<file path="src/rtl/core/dpnf_pkg.sv">
package dpnf_pkg;

  // Field widths on the ports
  localparam int PORT_W  = 16;
  localparam int COMP_N  = 4;
  localparam int CFG_W   = 13;
  localparam int CIDX_W  = 3;

  // Register indexes of the configuration port
  localparam logic [CIDX_W-1:0] REG_IMAGE_WIDTH     = 3'd0;
  localparam logic [CIDX_W-1:0] REG_IMAGE_HEIGHT    = 3'd1;
  localparam logic [CIDX_W-1:0] REG_HALF_X          = 3'd2;
  localparam logic [CIDX_W-1:0] REG_HALF_Y          = 3'd3;
  localparam logic [CIDX_W-1:0] REG_COMPONENTS_USED = 3'd4;

  // Operation codes of an input beat
  localparam logic OP_PIXEL = 1'b0;
  localparam logic OP_DRAIN = 1'b1;

  // Frame geometry limit on rows
  localparam int MAX_HEIGHT = 4096;

  // Controls shared by all component cells
  typedef struct packed {
    logic clear;
    logic acc;
    logic load;
    logic step;
  } cell_ctrl_t;

endpackage

</file>
<file path="src/rtl/core/dpnf_cell.sv">
module dpnf_cell #(
  parameter int S_BITS = 16,
  parameter int C_BITS = 7
) (
  input  logic                   clk,
  input  dpnf_pkg::cell_ctrl_t   ctl,
  input  logic [S_BITS-1:0]      sample,
  input  logic [C_BITS-1:0]      count,
  output logic [S_BITS-1:0]      quot
);
  import dpnf_pkg::*;

  localparam int SUM_W = S_BITS + C_BITS;

  logic [SUM_W-1:0]  sum;
  logic [C_BITS-1:0] rem;
  logic [C_BITS:0]   trial;
  logic              fits;

  // Shift one dividend bit into the partial remainder
  assign trial = {rem, quot[S_BITS-1]};
  assign fits  = (trial >= {1'b0, count});

  // Accumulate live neighbors, then divide one quotient bit per cycle
  always_ff @(posedge clk) begin
    if (ctl.clear) begin
      sum <= '0;
    end else if (ctl.acc) begin
      sum <= sum + SUM_W'(sample);
    end
    if (ctl.load) begin
      rem  <= sum[SUM_W-1:S_BITS];
      quot <= sum[S_BITS-1:0];
    end else if (ctl.step) begin
      rem  <= fits ? C_BITS'(trial - {1'b0, count}) : C_BITS'(trial);
      quot <= {quot[S_BITS-2:0], fits};
    end
  end
endmodule

</file>
<file path="config.mk">
export PLATFORM = sky130hd
export DESIGN_NAME = dpnf_cell
export DESIGN_NICKNAME = d
export VERILOG_FILES = /design/src/rtl/core/dpnf_pkg.sv /design/src/rtl/core/dpnf_cell.sv
export SDC_FILE = /design/constraint.sdc
export NUM_CORES = 1
export LEC_CHECK = 0
export BUFFER_PORTS_ARGS = -buffer_cell sky130_fd_sc_hd__buf_2
export CORE_ASPECT_RATIO = 0.6
export CORE_MARGIN = 3
export CORE_UTILIZATION = 52
export DETAILED_ROUTE_END_ITERATION = 6
export PLACE_DENSITY_LB_ADDON = 0.12
export SLEW_MARGIN = 5
export SYNTH_ARGS = -nofsm -noshare
export SYNTH_HDL_FRONTEND = slang
export SYNTH_SLANG_ARGS = --single-unit
</file>
<file path="constraint.sdc">
create_clock -name clk -period 2.42 [get_ports clk]
set_clock_uncertainty 0.05 [all_clocks]
set_input_delay 0.121 -clock clk [delete_from_list [all_inputs] [get_ports clk]]
set_output_delay 0.121 -clock clk [all_outputs]
set_load 0.02 [all_outputs]
</file>
==> results.tsv <==
metric	value	unit
cts_sinks	46	
cp.buffers_inverters	3	
synth_seq_cells	46	
viasPerCell	5.687	
drive_gt1_share	27.62	%
crit_arrival	2590	ps
finalPower	2909	µW
initial_core_util	55.69	%
worst-setup-path-type	flip-flop to flip-flop	
post-dp-hpwl	4838	µm
postPlaceCellArea	3273	µm²
violations	setup timing	
cts_tree	done	
place_ws	-232.3	ps
yosysTopAreaCellShare	23.71	%
setup_tns	-778.0	ps
synth_fa_ha_area_share	11.25	%
die_w	102.6	µm
hold_class	input port to flip-flop	
syn_to_final_growth	22.25	%
drv_slew	0	
yosysWarnings	0	
required	2430	ps
crit_slowest_cell	edfxtp_1	
num_vias	2434	
grt.overflow.total	0	
min_period	2578	ps
path_cells	inv_2 -> ha_4 -> inv_2 -> fa_2 -> a21o_1 -> a21oi_2 -> nor2b_1 -> o31a_1 -> nor2_4 -> buf_6 -> mux2i_1 -> o21ai_1	
critPathCaptureType	flip-flop	
clkPwrFrac	16.9	%
netSwitchingPower	1065	µW
irDropWorstVdd	366.1	µV
max-clock-path-buffers	2	
coreArea	5230	µm²
yosys.area.top_type	edfxtp_1	
cts_buffers	5	
ioPinCount	44	
combPwrFrac	45.2	%
die_h	63.98	µm
htreeDepth	2	
gr-usage-all-layers	22.28	%
synth_area_per_cell	9.774	µm²
cp_top_family	compound AO/OA/AOI/OAI gates	
relSlewSlack	67.66	%
synth.distinct_cells	47	
place_congestion	0.8424	
wire_per_inst	16.28	µm
status	finished with violations	
hold_buffers	0	
drt.antenna.violating_nets	0	
clock.fmax	387.9	MHz
cap_violations	0	
pwr-share-seq	37.8	%
wl	6969	µm
rsz0062_at_grt	yes	
first_global_vias	2252	
mostFrequentLayoutCell	buf_2	
synth_area	2913	µm²
die_area	6565	µm²
dr.first_iter.drc_count	127	
drc	0	
synthesis.nets	351	
cpMostUsedCell	inv_2	
final_cell_count_no_fill	428	
synth_area_leaders	edfxtp_1 (24%), dfxtp_1 (16%), ha_1 (9.9%)	
grt_pass1_wl	11450	µm
power_density	816.8	nW/µm²
nets	414	
synth_top_family_by_area	compound AO/OA/AOI/OAI gates	
synthMuxAreaShare	10.01	%
synth_compound_area_share	17.96	%
final_cell_area	3561	µm²
final_cell_mix	buf_2 (43), a21oi_1 (24), nor2_1 (23), edfxtp_1 (23)	
synth_ff_type	edfxtp_1	
cts.reportedPaths.clkPinSlew	90	ps
portBuffers	43	
dpl.cell_count	408	
synth_edf_count	23	
grt_antenna_before_repair	0	
period_share	106.5	%
synth_async_sr_flop_share	0	%
hold_viol_final	0	
n_antenna_cell	0	
clock_latency	300	ps
worstPathMaxFanout	4	
setup-violations-final	8	
grt_max_degree	26	
clock-root-buffer	clkbuf_8	
p_leak	0.001602	µW
tightest_slew	485.1	ps
seq_area_frac_synth	39.52	%
synth-simple-area-share	12.84	%
syn_inst	298	
max_stage_delay	410	ps
row_count	20	
swShare	36.60	%
synth_xor_area_share	4.811	%
layout_setup_ws	-158.3	ps
internal_power	1844	µW
cp-start-kind	flip-flop	
firstDrtPassIters	4	
-- final timing paths --
kind,start,endpoint,slack (ps),depth (start not counted)
worst max-delay path,quot[15],rem[2],-160,12
worst min-delay path,sample[0],sum[0],160,4
worst max register to register,quot[15],rem[2],-160,12
worst min register to register,sum[13],sum[13],460,2
-- final cells by class --
type	count	area, µm²
fillers	409	1669
clock buffers	7	86.33
multi-input cells	224	1775
well taps	66	82.58
clock inverters	1	5.005
repair buffers	66	391.6
inverters	18	67.56
flip-flops and latches	46	1152
-- layer usage --
metal  share of wire [%]  GRT usage (%)  up-vias  routed length, µm
li1                    -              -     1209                  -
met1                  51          35.71     1105               3547
met2                  41          30.23      108               2877
met3                 6.8          4.471       12                475
met4                 1.0          4.746        0                 70
met5                   0              0        -                  0
-- through the flow --
stage	hold slack, ps	util (%)
4_1_cts	161.6	66.75
3_5_place_dp	444.7	62.58
6_report	164.8	68.09
3_3_place_gp	429.3	62.58
2_1_floorplan	278.6	-
5_1_grt	151.7	68.09
-- logic make-up after synthesis --
logic type      after synthesis
compound gates               79
xor+xnor                     16
fa+ha+maj                    25
flops                        46
mux                          27
simple gates                 77
buf+inv                      28
-- power groups by stage --
stage / Sequential, µW / Combinational (µW) / Clock (µW)
after detailed placement: 1110 / 1130 / 0
after global routing: 1120 / 1440 / 540
after global placement: 1110 / 1110 / 0
after floorplan: 1150 / 779 / 0
after CTS: 1100 / 1220 / 501
final: 1100 / 1320 / 492
-- repair_timing --
item                       CTS  global route
setup endpoints to repair   12            17
setup buffers                8             4
pin swaps                   12             8
gates resized for setup     14            10
-- worst reg2reg max path, stage by stage, from the launching register on --
cell      delay (ps)
edfxtp_1         410
inv_2            100
ha_4             130
inv_2             40
fa_2             330
a21o_1           170
a21oi_2          150
nor2b_1           80
o31a_1           290
nor2_4           210
buf_6            130
mux2i_1          180
o21ai_1           70
-- sequential cells by signal, indices dropped and copies added (netlist names) --
register / flops
rem: 7
sum: 23
quot: 16
-- synth_stat cells, types with 4 or more instances --
library cell / instances
a21o_1: 10
a21oi_1: 28
clkbuf_1: 9
dfxtp_1: 23
edfxtp_1: 23
ha_1: 23
inv_1: 16
mux2_1: 16
mux2i_1: 10
nand2_1: 19
nand3_1: 6
nor2_1: 24
nor2b_1: 7
o21ai_0: 4
o21ai_1: 11
or3_1: 4
xnor2_1: 6
xor2_1: 10
No activity file was read; power rests on OpenSTA's default activity.
